==> src/hdl/acg_pkg.sv <==
// Shared types, constants and register codes for the congestion hold gate.
`timescale 1ns / 1ps
package acg_pkg;

  localparam int unsigned DLY_W  = 40;
  localparam int unsigned PMIL_W = 10;
  localparam int unsigned TS_W   = 64;
  localparam int unsigned CNT32_W = 32;
  localparam int unsigned RTT_W  = 29;
  localparam int unsigned D_W    = 42;
  localparam int unsigned PCT_W  = 8;
  localparam int unsigned PROD_W = D_W + PCT_W;
  localparam int unsigned DEN_W  = 32;
  localparam int unsigned LOSS_W = 42;
  localparam int unsigned IDX_W  = 8;
  localparam int unsigned DIV_CNT_W = $clog2(PROD_W + 1);

  localparam int unsigned SPLIT_W  = 25;
  localparam int unsigned QHI_W    = D_W - SPLIT_W;
  localparam int unsigned REM_W    = 7;
  localparam int unsigned RECIP_W  = 32;
  localparam int unsigned RPROD_W  = 2 * RECIP_W;
  localparam int unsigned RECIP_SH = 37;
  localparam logic [RECIP_W-1:0] RECIP_100 = 32'h51EB_851F;

  localparam logic [IDX_W-1:0] REG_DEFAULT_DELAY = 8'd0;
  localparam logic [IDX_W-1:0] REG_MIN_DELAY     = 8'd1;
  localparam logic [IDX_W-1:0] REG_MAX_DELAY     = 8'd2;
  localparam logic [IDX_W-1:0] REG_RTT_EXCELLENT = 8'd3;
  localparam logic [IDX_W-1:0] REG_RTT_GOOD      = 8'd4;
  localparam logic [IDX_W-1:0] REG_RTT_POOR      = 8'd5;
  localparam logic [IDX_W-1:0] REG_LOSS_LOW      = 8'd6;
  localparam logic [IDX_W-1:0] REG_LOSS_HIGH     = 8'd7;

  localparam logic [DLY_W-1:0]  DEFAULT_DELAY_RST = 40'd3000000000;
  localparam logic [DLY_W-1:0]  MIN_DELAY_RST     = 40'd500000000;
  localparam logic [DLY_W-1:0]  MAX_DELAY_RST     = 40'd10000000000;
  localparam logic [DLY_W-1:0]  RTT_EXCELLENT_RST = 40'd50000000;
  localparam logic [DLY_W-1:0]  RTT_GOOD_RST      = 40'd100000000;
  localparam logic [DLY_W-1:0]  RTT_POOR_RST      = 40'd200000000;
  localparam logic [PMIL_W-1:0] LOSS_LOW_RST      = 10'd10;
  localparam logic [PMIL_W-1:0] LOSS_HIGH_RST     = 10'd50;

  localparam logic [TS_W-1:0]   NS_1S      = 64'd1000000000;
  localparam logic [TS_W-1:0]   NS_5S      = 64'd5000000000;
  localparam logic [LOSS_W-1:0] PERMILLE   = 42'd1000;
  localparam logic [DLY_W-1:0]  NS_PER_US  = 40'd1000;
  localparam logic [LOSS_W-1:0] LOSS_MID   = 42'd30;
  localparam logic [CNT32_W-1:0] STREAK_LONG  = 32'd5;
  localparam logic [CNT32_W-1:0] STREAK_SHORT = 32'd3;
  localparam logic [DEN_W-1:0]  PCT_BASE   = 32'd100;

  localparam logic [PCT_W-1:0] PCT_NONE       = 8'd0;
  localparam logic [PCT_W-1:0] PCT_RTT_EXC    = 8'd60;
  localparam logic [PCT_W-1:0] PCT_RTT_GOOD   = 8'd80;
  localparam logic [PCT_W-1:0] PCT_RTT_POOR   = 8'd140;
  localparam logic [PCT_W-1:0] PCT_LOSS_LOW   = 8'd130;
  localparam logic [PCT_W-1:0] PCT_LOSS_HIGH  = 8'd70;
  localparam logic [PCT_W-1:0] PCT_LOSS_MID   = 8'd85;
  localparam logic [PCT_W-1:0] PCT_STREAK_LNG = 8'd50;
  localparam logic [PCT_W-1:0] PCT_STREAK_SHT = 8'd70;
  localparam logic [PCT_W-1:0] PCT_TIME_NEAR  = 8'd60;
  localparam logic [PCT_W-1:0] PCT_TIME_FAR   = 8'd120;

  typedef struct packed {
    logic [TS_W-1:0]    now_ns;
    logic [CNT32_W-1:0] srtt_scaled_us;
    logic [CNT32_W-1:0] segments_sent;
    logic [CNT32_W-1:0] lost_outstanding;
  } acg_in_t;

  typedef struct packed {
    logic               apply_growth;
    logic               congested;
    logic [DLY_W-1:0]   wait_delay_ns;
    logic [CNT32_W-1:0] streak_count;
  } acg_out_t;

  typedef struct packed {
    logic [IDX_W-1:0] index;
    logic [DLY_W-1:0] value;
  } acg_cfg_t;

  typedef struct packed {
    logic [DLY_W-1:0]  base_hold_ns;
    logic [DLY_W-1:0]  hold_floor_ns;
    logic [DLY_W-1:0]  hold_ceil_ns;
    logic [DLY_W-1:0]  rtt_excellent_ns;
    logic [DLY_W-1:0]  rtt_good_ns;
    logic [DLY_W-1:0]  rtt_poor_ns;
    logic [PMIL_W-1:0] loss_low_permille;
    logic [PMIL_W-1:0] loss_high_permille;
  } acg_regs_t;

endpackage

==> src/hdl/acg_divider.sv <==
// Restoring divider, one quotient bit per cycle.
`timescale 1ns / 1ps
module acg_divider
  import acg_pkg::*;
(
  input  logic              clk,
  input  logic              rst_n,
  input  logic              start,
  input  logic [PROD_W-1:0] num,
  input  logic [DEN_W-1:0]  den,
  output logic              busy,
  output logic              done,
  output logic [PROD_W-1:0] quot
);

  logic [PROD_W-1:0]    quot_r;
  logic [DEN_W-1:0]     rem_r;
  logic [DEN_W-1:0]     den_r;
  logic [DIV_CNT_W-1:0] cnt_r;
  logic                 busy_r;
  logic                 done_r;
  logic [DEN_W:0]       shifted;
  logic                 fits;
  logic [DEN_W:0]       diff;

  assign shifted = {rem_r, quot_r[PROD_W-1]};
  assign fits    = shifted >= {1'b0, den_r};
  assign diff    = shifted - {1'b0, den_r};

  always_ff @(posedge clk) begin
    if (!rst_n) begin
      busy_r <= 1'b0;
      done_r <= 1'b0;
      cnt_r  <= '0;
    end else begin
      done_r <= 1'b0;
      if (start) begin
        quot_r <= num;
        den_r  <= den;
        rem_r  <= '0;
        cnt_r  <= DIV_CNT_W'(PROD_W);
        busy_r <= 1'b1;
      end else if (busy_r) begin
        quot_r <= {quot_r[PROD_W-2:0], fits};
        rem_r  <= fits ? diff[DEN_W-1:0] : shifted[DEN_W-1:0];
        cnt_r  <= cnt_r - 1'b1;
        if (cnt_r == DIV_CNT_W'(1)) begin
          busy_r <= 1'b0;
          done_r <= 1'b1;
        end
      end
    end
  end

  assign busy = busy_r;
  assign done = done_r;
  assign quot = quot_r;

endmodule

==> config.mk <==
export PLATFORM = sky130hd
export DESIGN_NAME = acg_divider
export DESIGN_NICKNAME = d
export VERILOG_FILES = /design/src/hdl/acg_pkg.sv /design/src/hdl/acg_divider.sv
export SDC_FILE = /design/constraint.sdc
export NUM_CORES = 1
export LEC_CHECK = 0
export BUFFER_PORTS_ARGS = -buffer_cell sky130_fd_sc_hd__buf_2
export CAP_MARGIN = 10
export CORE_ASPECT_RATIO = 1.75
export CORE_MARGIN = 8
export CORE_UTILIZATION = 32
export DETAILED_ROUTE_END_ITERATION = 16
export PLACE_DENSITY = 0.58
export SLEW_MARGIN = 5
export SYNTH_ARGS = -nofsm -noshare
export SYNTH_HDL_FRONTEND = slang
export SYNTH_SLANG_ARGS = --single-unit
==> constraint.sdc <==
create_clock -name clk -period 3.2 [get_ports clk]
set_input_delay 0.16 -clock clk [delete_from_list [all_inputs] [get_ports clk]]
set_output_delay 0.16 -clock clk [all_outputs]
set_load 0.01 [all_outputs]
==> qor.yml, run 1 <==
detailed_routing:
  ant_nets: 0
  firstDrtPassIters: 5
  viasPerCell: 4.98
  route.detailed.drc: 0
  first_iter_violations: 229
  wl_um: 17400
  drt-wirelength-per-cell_um: 17.0
  dr_total_vias: 5093
synthesis:
  synth-async-reset-ratio_pct: 0
  synth_nets: 690
  postSynthCellCount: 570
  ys_warn_count: 0
  synth_commonest_cells: "114 x edfxtp_1, 54 x nor2_1, 50 x inv_1"
  synthDistinctLibCells: 55
  synth_top_area_share_pct: 50.5
  syn_area_sq_mm: 0.00678
  yosysSeqAreaShare_pct: 52.9
  synthFlopType: "edfxtp_1"
  synth_area_per_cell_sq_um: 11.9
  synth_top_cell_by_area: "edfxtp_1"
  yosysMostFrequentCell: "edfxtp_1"
  synth-seq-cells: 122
  synth.area.top_cells: "edfxtp_1 50%, mux2_2 8.1%, ha_1 6.3%, mux2i_1 4.0%, nor2_1 3.0%"
  synth_edf_count: 114
grt:
  grt_max_degree: 44
  grt_pass1_vias: 5600
  grt_overflow: 0
  antenna_found_initial: 0
  grt_usage_pct: 13.4
  grt_pass1_wl_um: 27800
place:
  gp_congestion: 0.819
  placed_cells: 959
  port_buffers: 136
  hpwlAfterDp_um: 13300
sta:
  skew_ns: 0.00880
  hold_viol_final: 0
  tightest_slew_ns: 0.687
  slew-limit-headroom_pct: 54.2
  fin_crit_ns: 3.00
  slew_violations: 0
  rsz0062_at_grt: "yes"
  fmax_ghz: 0.333
  finalSetupViolations: 0
  fin_crit_sh_pct: 93.9
worst_setup_path:
  r2r_setup_slack_ns: 0.20
  start_kind: "flop"
  cp.arrival_ns: 3.17
  cp-end-kind: "flop"
  crit_type: "reg -> reg"
  worstPathRequired_ns: 3.37
  timing.rr.end: "rem_r[30]"
  r2r-start: "quot[49]"
  rr_worst_depth: 13
  path_max_fanout: 3
floorplanning:
  start_util_pct: 32.5
  die-width_um: 126
  die_area_sq_mm: 0.0263
  num_rows: 70
  boundaryPins: 137
  die_h_um: 209
  core_area_sq_mm: 0.0208
clock_network:
  cts_tree: "built"
  clk_root_buffer_cell: "clkbuf_16"
  cts_buffers: 17
  clk_path_buf_depth: 2
  clkTransAtPathRegs_ns: 0.06
  h-tree-depth: 4
  insertion_delay_ns: 0.42
  cts_sinks: 122
  cts_setup_buffers: 0
finish:
  multi_input_area_sq_mm: 0.00295
  areaGrowthSynthToFinish_pct: 30.5
  fin_nets: 878
  final_layout_size_suffix_gt1_share_pct: 33.6
  antenna_cells: 0
  finalNonFillerCells: 1023
  ff_latch_area_sq_mm: 0.00358
  nFillCells: 2015
pwr:
  power_mw: 5.21
  comb_power_share_pct: 24.2
  power_frac_clock_pct: 37.7
  p_sw_mw: 1.48
  leakage_nw: 3.73
  seq_power_share_pct: 38.1
  switching_share_pct: 28.5
  power.density_mw_per_mm2: 589
  internal-power_mw: 3.73
  irDropWorstVdd_mv: 0.380
hold_path:
  hold_start: "num[0]"
  holdPathStages: 3
  hold_class: "in -> reg"
  hold_end: "quot[0]"
status:
  outcome: "finished, final reports clean"
flow_run:
  max-cap-violations: 0
repair_timing:
item / 4_1_cts / 5_1_grt
pin swaps: 0 / 2
gates resized for setup: 1 / 12
hold endpoints to repair: 32 / 0
hold buffers: 32 / 0
setup endpoints to repair: 1 / 28
cloned: 0 / 0
worst max-delay path, stage by stage (launching register included):
cell and delay, ns:
edfxtp_1 0.34, inv_1 0.05, ha_1 0.22, fa_1 0.42
nor2b_2 0.15, o2111ai_1 0.15, a21oi_2 0.17, o211ai_1 0.15
a21oi_2 0.19, o21ai_1 0.17, a311oi_1 0.30, o311ai_0 0.18
mux2i_1 0.20, nor2_1 0.06
cells by family (layout without fill, tap and decap cells):
kind of cell               after synthesis  count (layout)  share of synthesized area [%]
AOI/OAI and AO/OA                      111             111                           11.4
xor gates and xnor gates                29              29                           3.75
adders and majority gates               35              35                           6.57
buffers and inverters                   72             273                           4.74
DFF                                    122             122                           52.9
muxes                                   76              76                           12.1
and+or+nand+nor                        125             125                           8.60
routing by layer:
metal	track usage [%]	wire length, um
met5	0	0
met2	24.4	9250
met1	12.9	6470
met4	5.97	391
met3	5.20	1330
metrics by stage:
| stage | utilization [%] | setup TNS (ns) | worst slack, ns | instance area, sq um | hold slack (ns) |
|---|---|---|---|---|---|
| CTS | 42.2 | 0 | 0.0890 | 8790 | 0.00818 |
| global route | 42.5 | -0.0394 | -0.0394 | 8850 | 0.0217 |
| finish | 42.5 | 0 | 0.196 | 8850 | 0.0236 |
| floorplan | - | 0 | 0.346 | 6780 | 0.259 |
| detailed placement | 37.8 | 0 | 0.0232 | 7870 | 0.338 |
| global placement | 37.8 | 0 | 0.0570 | 7870 | 0.337 |
how the worst max path moves through the flow:
stage                     startpoint   endpoint  slack, ns  cells after the start
after CTS                   quot[49]  rem_r[30]       0.09                     13
after detailed placement    quot[49]  rem_r[30]       0.02                     13
after global routing        quot[49]  rem_r[30]      -0.04                     13
after global placement      quot[49]  rem_r[30]       0.06                     13
after floorplan             rem_r[7]   rem_r[9]       0.35                     14
final                       quot[49]  rem_r[30]       0.20                     13
power groups by stage:
stage / combinational [mW] / sequential (mW) / clock, mW
5_1_grt: 1.39 / 2.00 / 2.07
6_report: 1.26 / 1.98 / 1.97
2_1_floorplan: 0.852 / 2.02 / 0
3_3_place_gp: 1.21 / 2.01 / 0
3_5_place_dp: 1.22 / 2.01 / 0
4_1_cts: 1.25 / 1.98 / 2.01
layout by cell type (no fill, tap or decap), types with 6 or more instances in the layout:
cell type      count
buf_2            136
edfxtp_1         114
nor2_1            54
inv_1             50
mux2_2            49
dlygate4sd3_1     32
ha_1              28
mux2i_1           27
nand2_1           25
a21oi_1           25
buf_4             20
xnor2_1           18
clkbuf_16         17
a21o_1            12
o21ai_0           12
xor2_1            11
nor3_1             9
nand4_1            8
dfxtp_1            8
o21bai_1           6
o211ai_1           6
a31oi_1            6
sequential cells by signal (all words and copies together), names as in the netlist:
signal	cells
rem_r	32
quot	50
cnt_r	6
den_r	32
busy	1
done	1
cell type report:
class | instances | share of cell area, %
sequential | 122 | 40.5
multi-input combinational | 376 | 33.4
timing repair buffer | 191 | 13.7
clock buffer | 17 | 4.81
tap | 252 | 3.56
inverter | 50 | 2.12
clock inverter | 15 | 1.97
(Power assumes the default switching activity.)
==> run 2, diff against run 1 <==
Settings changed: CORE_MARGIN 8 to unset, SLEW_MARGIN 5 to 40.
==> run 2 against run 1 <==
  * The run now ends with DRC left
  * Critical endpoint is now rem_r[5]
  * Sequential share of layout area decreased by 0.18 points
  * Clock skew about the same
  * Cell area increased by 0.45%
  * Utilization increased by 0.19 points
  * Global-route usage increased by 2.2 points
  * Worst hold slack improved by 0.013 ns
  * Register-to-register slack got worse by 0.08 ns
  * Flip-flop and latch count unchanged
  * Highest routed layer unchanged
  * Power decreased by 2.0%
  * Die area decreased by 17%
  * Non-clock buffer count unchanged
  * Setup slack got worse by 0.080 ns
==> qor.yml, run 2 (synthesis results as in run 1) <==
clock_network:
  clk_root_buffer_cell: "clkbuf_16"
  cts_sinks: 122  # unchanged
  insertion_delay_ns: 0.42  # about the same
  clk_path_buf_depth: 2  # unchanged
  cts_tree: "built"
  h-tree-depth: 4  # unchanged
  cts_buffers: 17  # unchanged
  clkTransAtPathRegs_ns: 0.06  # about the same
sta:
  tightest_slew_ns: 0.565  # -0.122 ns
  slew_violations: 0  # unchanged
  setup_tns_ns: 0  # unchanged
  fin_crit_sh_pct: 96.4  # +2.5 points
  hold_slack_ns: 0.0362  # +0.0126 ns
  fmax_ghz: 0.324  # -2.6%
  skew_ns: 0.00901  # +0.000205 ns
  hold_viol_final: 0  # unchanged
  slew-limit-headroom_pct: 62.3  # +8.1 points
  finalSetupViolations: 0  # unchanged
  fin_crit_ns: 3.08  # +0.0801 ns
detailed_routing:
  viasPerCell: 4.99  # +0.20%
  first_iter_violations: 168  # -27%
  firstDrtPassIters: 11  # +6
  ant_nets: 0  # unchanged
  dr_total_vias: 5103  # +0.20%
  route.detailed.drc: 3  # +3
  wl_um: 16900  # -3.1%
  drt-wirelength-per-cell_um: 16.5  # -3.1%
worst_setup_path:
  r2r-start: "rem_r[12]"
  start_kind: "flop"
  crit_top_cell: "buf_12"
  worstPathRequired_ns: 3.36  # about the same
  timing.rr.end: "rem_r[5]"
  rr_worst_depth: 13  # unchanged
  crit_path_max_incr_delay_ns: 0.44  # +0.02 ns
  path_max_fanout: 7  # +4
  path_depth: 13  # unchanged
  slowest_stage: "edfxtp_1"
  crit_type: "reg -> reg"
  crit_buf_inv: 2  # +1
  startpoint: "rem_r[12]"
  crit_family: "compound AO/OA/AOI/OAI gates"
  cp-end-kind: "flop"
  cp.arrival_ns: 3.24  # +0.07 ns
  path_cells: "ha_4, o211ai_1, o211ai_2, a21boi_1, or3_1, o21ai_2, a21oi_1, a31oi_2, a2bb2oi_4, buf_12, buf_12, mux2i_1, nor2_1"
  r2r_setup_slack_ns: 0.12  # -0.08 ns
status:
  failed_checks: "DRC"
  outcome: "finished with violations"
finish:
  final_cell_mix: "136 x buf_2, 114 x edfxtp_1, 54 x nor2_1, 50 x inv_1, 49 x mux2_2"
  largest_register_ffs: 50  # unchanged
  final_layout_size_suffix_gt1_share_pct: 33.1  # -0.52 points
  areaGrowthSynthToFinish_pct: 31.1
  fin_nets: 878  # unchanged
  antenna_cells: 0  # unchanged
  final_common_cell: "buf_2"
  finalNonFillerCells: 1023  # unchanged
hold_path:
  hold_end: "quot[9]"
  hold_class: "in -> reg"
  hold_start: "num[9]"
  holdPathStages: 2  # -1
floorplanning:
  start_util_pct: 32.5  # unchanged
  die_h_um: 195  # -6.7%
  num_rows: 70  # unchanged
  die-width_um: 112  # -11%
  core_area_sq_mm: 0.0208  # unchanged
  die_area_sq_mm: 0.0218  # -17%
  boundaryPins: 137  # unchanged
grt:
  antenna_found_initial: 0  # unchanged
  grt_pass1_vias: 5292  # -5.5%
  grt_max_degree: 83  # +89%
  grt_pass1_wl_um: 26000  # -6.5%
  grt_overflow: 0  # unchanged
  grt_usage_pct: 15.5  # +2.2 points
flow_run:
  max-cap-violations: 0  # unchanged
place:
  placed_cells: 955  # -0.42%
  port_buffers: 136  # unchanged
  gp_congestion: 0.800  # -2.3%
  hpwlAfterDp_um: 12000  # -9.6%
pwr:
  leakage_nw: 3.72  # -0.30%
  power_mw: 5.11  # -2.0%
  power.density_mw_per_mm2: 575  # -2.4%
  irDropWorstVdd_mv: 0.315  # -17%
==> run 2: cell count changes in the layout (fill, tap and decap cells not counted), moves of 2 or more <==
cell	delta
bufinv_16	-2
clkbuf_1	+2
clkbuf_16	+2
ha_1	-2
clkinv_1	+2
buf_4	-5
ha_4	+3
==> run 2: power breakdown <==
group	switching, mW	internal (mW)	total [mW]
clock	0.740	1.06	1.80
sequential	0.0695	1.92	1.99
combinational	0.694	0.633	1.33
total	1.50	3.61	5.11
==> run 2: timing repair <==
| action | CTS | global route |
|---|---|---|
| gates cloned | 0 | 2 |
| endpoints found under the setup margin | 3 | 32 |
| setup buffers | 0 | 1 |
| hold endpoints to repair | 33 | 0 |
| resized for setup | 1 | 18 |
| pin swaps | 0 | 3 |
| hold buffers | 33 | 0 |
==> run 2: per-layer routing <==
metal / GRT usage (%) / vias to the layer above / routed length, um
met3: 3.93 / 30 / 813
met5: 0 / - / 0
li1: - / 2484 / -
met4: 6.62 / 0 / 356
met1: 15.3 / 2433 / 6330
met2: 30.2 / 156 / 9400
==> run 2: area by class of cell <==
cell class | instances | area (sq um)
clock buffers | 19 | 433
multi-input cells | 376 | 3000
well taps | 252 | 315
inverters | 50 | 188
repair buffers | 191 | 1260
flip-flops and latches | 122 | 3580
fillers | 2049 | 12000
clock inverters | 13 | 104
==> run 2: worst reg2reg max path, stage by stage, from the launching register on <==
cell and delay [ns]:
edfxtp_1 0.44, ha_4 0.33, o211ai_1 0.13, o211ai_2 0.21, a21boi_1 0.12, or3_1 0.34, o21ai_2 0.17, a21oi_1 0.10
a31oi_2 0.21, a2bb2oi_4 0.21, buf_12 0.14, buf_12 0.14, mux2i_1 0.23, nor2_1 0.06
==> run 2: per-stage QoR <==
stage	setup slack [ns]	instance area, sq um	util [%]
floorplan	0.346	6780	-
global placement	0.0523	7840	37.6
detailed placement	0.000575	7840	37.6
CTS	0.00992	8710	41.8
global route	-0.0172	8890	42.6
finish	0.116	8890	42.6
==> run 2: worst max path at each step <==
stage | to
detailed placement | rem_r[15]
floorplan | rem_r[9]
finish | rem_r[5]
global placement | rem_r[18]
global route | rem_r[5]
CTS | rem_r[5]
==> run 3, diff against run 2 <==
Settings changed: ABC_AREA set to 1, PLACE_DENSITY 0.58 to 0.57, SETUP_SLACK_MARGIN set to 0.5.
==> run 3 against run 2 <==
  * The run now ends clean
  * Die area is 16% higher
  * Clock skew about the same
  * Maximum frequency is 26% higher
  * Utilization fell by 0.17 points
  * Highest routed layer unchanged
  * Critical endpoint is now rem_r[13]
  * Non-clock buffer count increased by 33
  * Via count up 40%
  * Largest cell class unchanged
  * Largest power group unchanged
==> qor.yml, run 3 <==
floorplanning:
  core_area_sq_mm: 0.0241  # +16%
  boundaryPins: 137  # unchanged
  die-width_um: 121  # +7.8%
  die_h_um: 210  # +7.8%
  num_rows: 75  # +7.1%
  die_area_sq_mm: 0.0253  # +16%
  start_util_pct: 32.7  # +0.21 points
grt:
  grt_usage_pct: 19.9  # +4.4 points
  grt_pass1_vias: 7477  # +41%
  grt_max_degree: 55  # -34%
  grt_pass1_wl_um: 37900  # +46%
  grt_overflow: 0  # unchanged
  antenna_found_initial: 0  # unchanged
place:
  port_buffers: 136  # unchanged
  placed_cell_area_sq_mm: 0.00890  # +13%
  hpwlAfterDp_um: 17300  # +44%
  gp_congestion: 0.998  # +25%
synthesis:
  synthDistinctLibCells: 36  # -35%
  postSynthCellCount: 1058  # +86%
  synth.area.top_cells: "edfxtp_1 43%, nand2_1 22%, inv_1 8.3%, ha_1 5.4%, nor2_1 4.1%"
  synth_top_area_share_pct: 43.4  # -7.1 points
  synth_commonest_cells: "457 x nand2_1, 175 x inv_1, 114 x edfxtp_1"
  yosysMostFrequentCell: "nand2_1"
  synth_area_per_cell_sq_um: 7.46  # -37%
  synth_top_cell_by_area: "edfxtp_1"
  synth_nets: 1178  # +71%
  ys_warn_count: 0  # unchanged
  synth-seq-cells: 122  # unchanged
  synth-async-reset-ratio_pct: 0  # unchanged
  yosysSeqAreaShare_pct: 45.4  # -7.5 points
  synthFlopType: "edfxtp_1"
  syn_area_sq_mm: 0.00790  # +16%
  synth_edf_count: 114  # unchanged
sta:
  fin_crit_ns: 2.46  # -0.628 ns
  slew-limit-headroom_pct: 62.5  # +0.12 points
  hold_slack_ns: 0.0537  # +0.0175 ns
  fmax_ghz: 0.407  # +26%
  skew_ns: 0.00936  # +0.000348 ns
  tightest_slew_ns: 0.563  # -0.00230 ns
  setup_tns_ns: 0  # unchanged
  finalSetupViolations: 0  # unchanged
  hold_viol_final: 0  # unchanged
  fin_crit_sh_pct: 76.7  # -20 points
  rsz0062_at_grt: "no"
  slew_violations: 0  # unchanged
worst_setup_path:
  path_max_fanout: 24  # +17
  cp-end-kind: "flop"
  crit_type: "reg -> reg"
  startpoint: "rem_r[2]"
  r2r-start: "rem_r[2]"
  start_kind: "flop"
  cp.arrival_ns: 2.65  # -0.59 ns
  worstPathRequired_ns: 3.39  # +0.03 ns
clock_network:
  cts_buffers: 17  # unchanged
  cts_tree: "built"
  h-tree-depth: 4  # unchanged
  clkTransAtPathRegs_ns: 0.06  # about the same
  cts_sinks: 122  # unchanged
  cts_setup_buffers: 0  # unchanged
  clk_root_buffer_cell: "clkbuf_16"
  insertion_delay_ns: 0.44  # +0.02 ns
  clk_path_buf_depth: 2  # unchanged
detailed_routing:
  ant_nets: 0  # unchanged
  wl_met1_um: 8470  # +34%
  dr_total_vias: 7123  # +40%
  route.detailed.drc: 0  # -3
  firstDrtPassIters: 4  # -7
  wl_met2_um: 12500  # +33%
  viasPerCell: 4.45  # -11%
  maxUsedRoutingLayer: "met4"
  wl_um: 23300  # +38%
  wl_met3_um: 1040  # +28%
  drt-wirelength-per-cell_um: 14.6  # -12%
  first_iter_violations: 278  # +65%
pwr:
  irDropWorstVdd_mv: 0.387  # +23%
  power_mw: 5.48  # +7.3%
  leakage_nw: 5.28  # +42%
  power.density_mw_per_mm2: 535  # -6.9%
finish:
  final_util_pct: 42.5  # -0.17 points
  largest_register_ffs: 50  # unchanged
  final_common_cell: "nand2_1"
  antenna_cells: 0  # unchanged
  nFillCells: 2453  # +20%
  fin_nets: 1398  # +59%
  final_area_sq_mm: 0.0102  # +15%
  areaGrowthSynthToFinish_pct: 29.7
  final_cell_mix: "456 x nand2_1, 174 x inv_1, 136 x buf_2, 114 x edfxtp_1, 85 x nor2_1"
  final_layout_size_suffix_gt1_share_pct: 16.3  # -17 points
status:
  outcome: "finished, final reports clean"
flow_run:
  max-cap-violations: 0  # unchanged
hold_path:
  hold_class: "in -> reg"
  hold_start: "num[36]"
## run 3: cell count changes in the layout (fill, tap and decap cells not counted), moves of 8 or more
cell           before  now
nand3_1             5   30
nor2_1             54   85
nor2_2              0   27
mux2i_1            27    0
nand3b_1            1   23
dlygate4sd3_1      33   82
and2_1              0    9
mux2_2             49    0
a21o_1             12    2
inv_1              50  174
buf_4              15    4
o21ai_0            13    5
nand2_1            25  456
xnor2_1            18    2
## run 3: cells by family (layout without fill, tap and decap cells)
group | count (synthesis) | in the layout | synth area share (%)
flops | 122 | 122 | 45.4
xor+xnor | 16 | 16 | 1.77
fa+ha+maj | 35 | 35 | 5.64
compound gates | 29 | 29 | 1.96
simple gates | 654 | 654 | 34.8
buf+inv | 202 | 435 | 10.4
## run 3: path summary, 6_finish.rpt
check | endpoint | slack (ns) | cells after the start
hold reg to reg | cnt_r[4] | 0.52 | 2
setup / recovery | rem_r[13] | 0.74 | 14
setup reg to reg | rem_r[13] | 0.74 | 14
hold / removal | quot[36] | 0.05 | 3
## run 3: report_power, final
group,switching [mW],internal (mW),total [mW]
sequential,0.0810,1.96,2.04
clock,0.719,1.04,1.76
combinational,1.07,0.614,1.68
## run 3: through the flow
stage,cells,setup slack (ns)
after floorplan,1058,1.11
after global placement,1485,0.706
after detailed placement,1485,0.698
after CTS,1599,0.695
after global routing,1599,0.543
final,1599,0.744
## run 3: cell type report
| cell class | instances | area, sq um | area share (%) |
|---|---|---|---|
| Clock inverter | 12 | 82.6 | 0.806 |
| Sequential cell | 122 | 3580 | 35.0 |
| Timing Repair Buffer | 224 | 1570 | 15.3 |
| Inverter | 179 | 682 | 6.66 |
| Clock buffer | 20 | 437 | 4.26 |
| Tap cell | 308 | 385 | 3.76 |
| Multi-Input combinational cell | 734 | 3500 | 34.2 |
## run 3: timing repair
action | 4_1_cts | 5_1_grt
hold buffers | 82 | 0
setup endpoints to repair | 0 | 4
hold endpoints to repair | 83 | 0
gates resized for setup | 0 | 2
## run 3: worst max-delay path, cell delays in order (launching register included)
cell      delay (ns)
edfxtp_1        0.40
ha_1            0.40
nand2_2         0.12
inv_1           0.04
nand2_1         0.08
nand2_1         0.06
nand2_1         0.06
nand3_2         0.16
nand2_2         0.12
nand2_2         0.08
nand2_4         0.09
buf_4           0.33
nand3b_1        0.14
nand2_1         0.08
nor2_1          0.04
## run 3: per-layer routing
layer / vias up / track usage [%]
met3: 60 / 3.83
li1: 3698 / -
met2: 214 / 37.6
met1: 3151 / 19.3
met5: - / 0
met4: 0 / 12.9
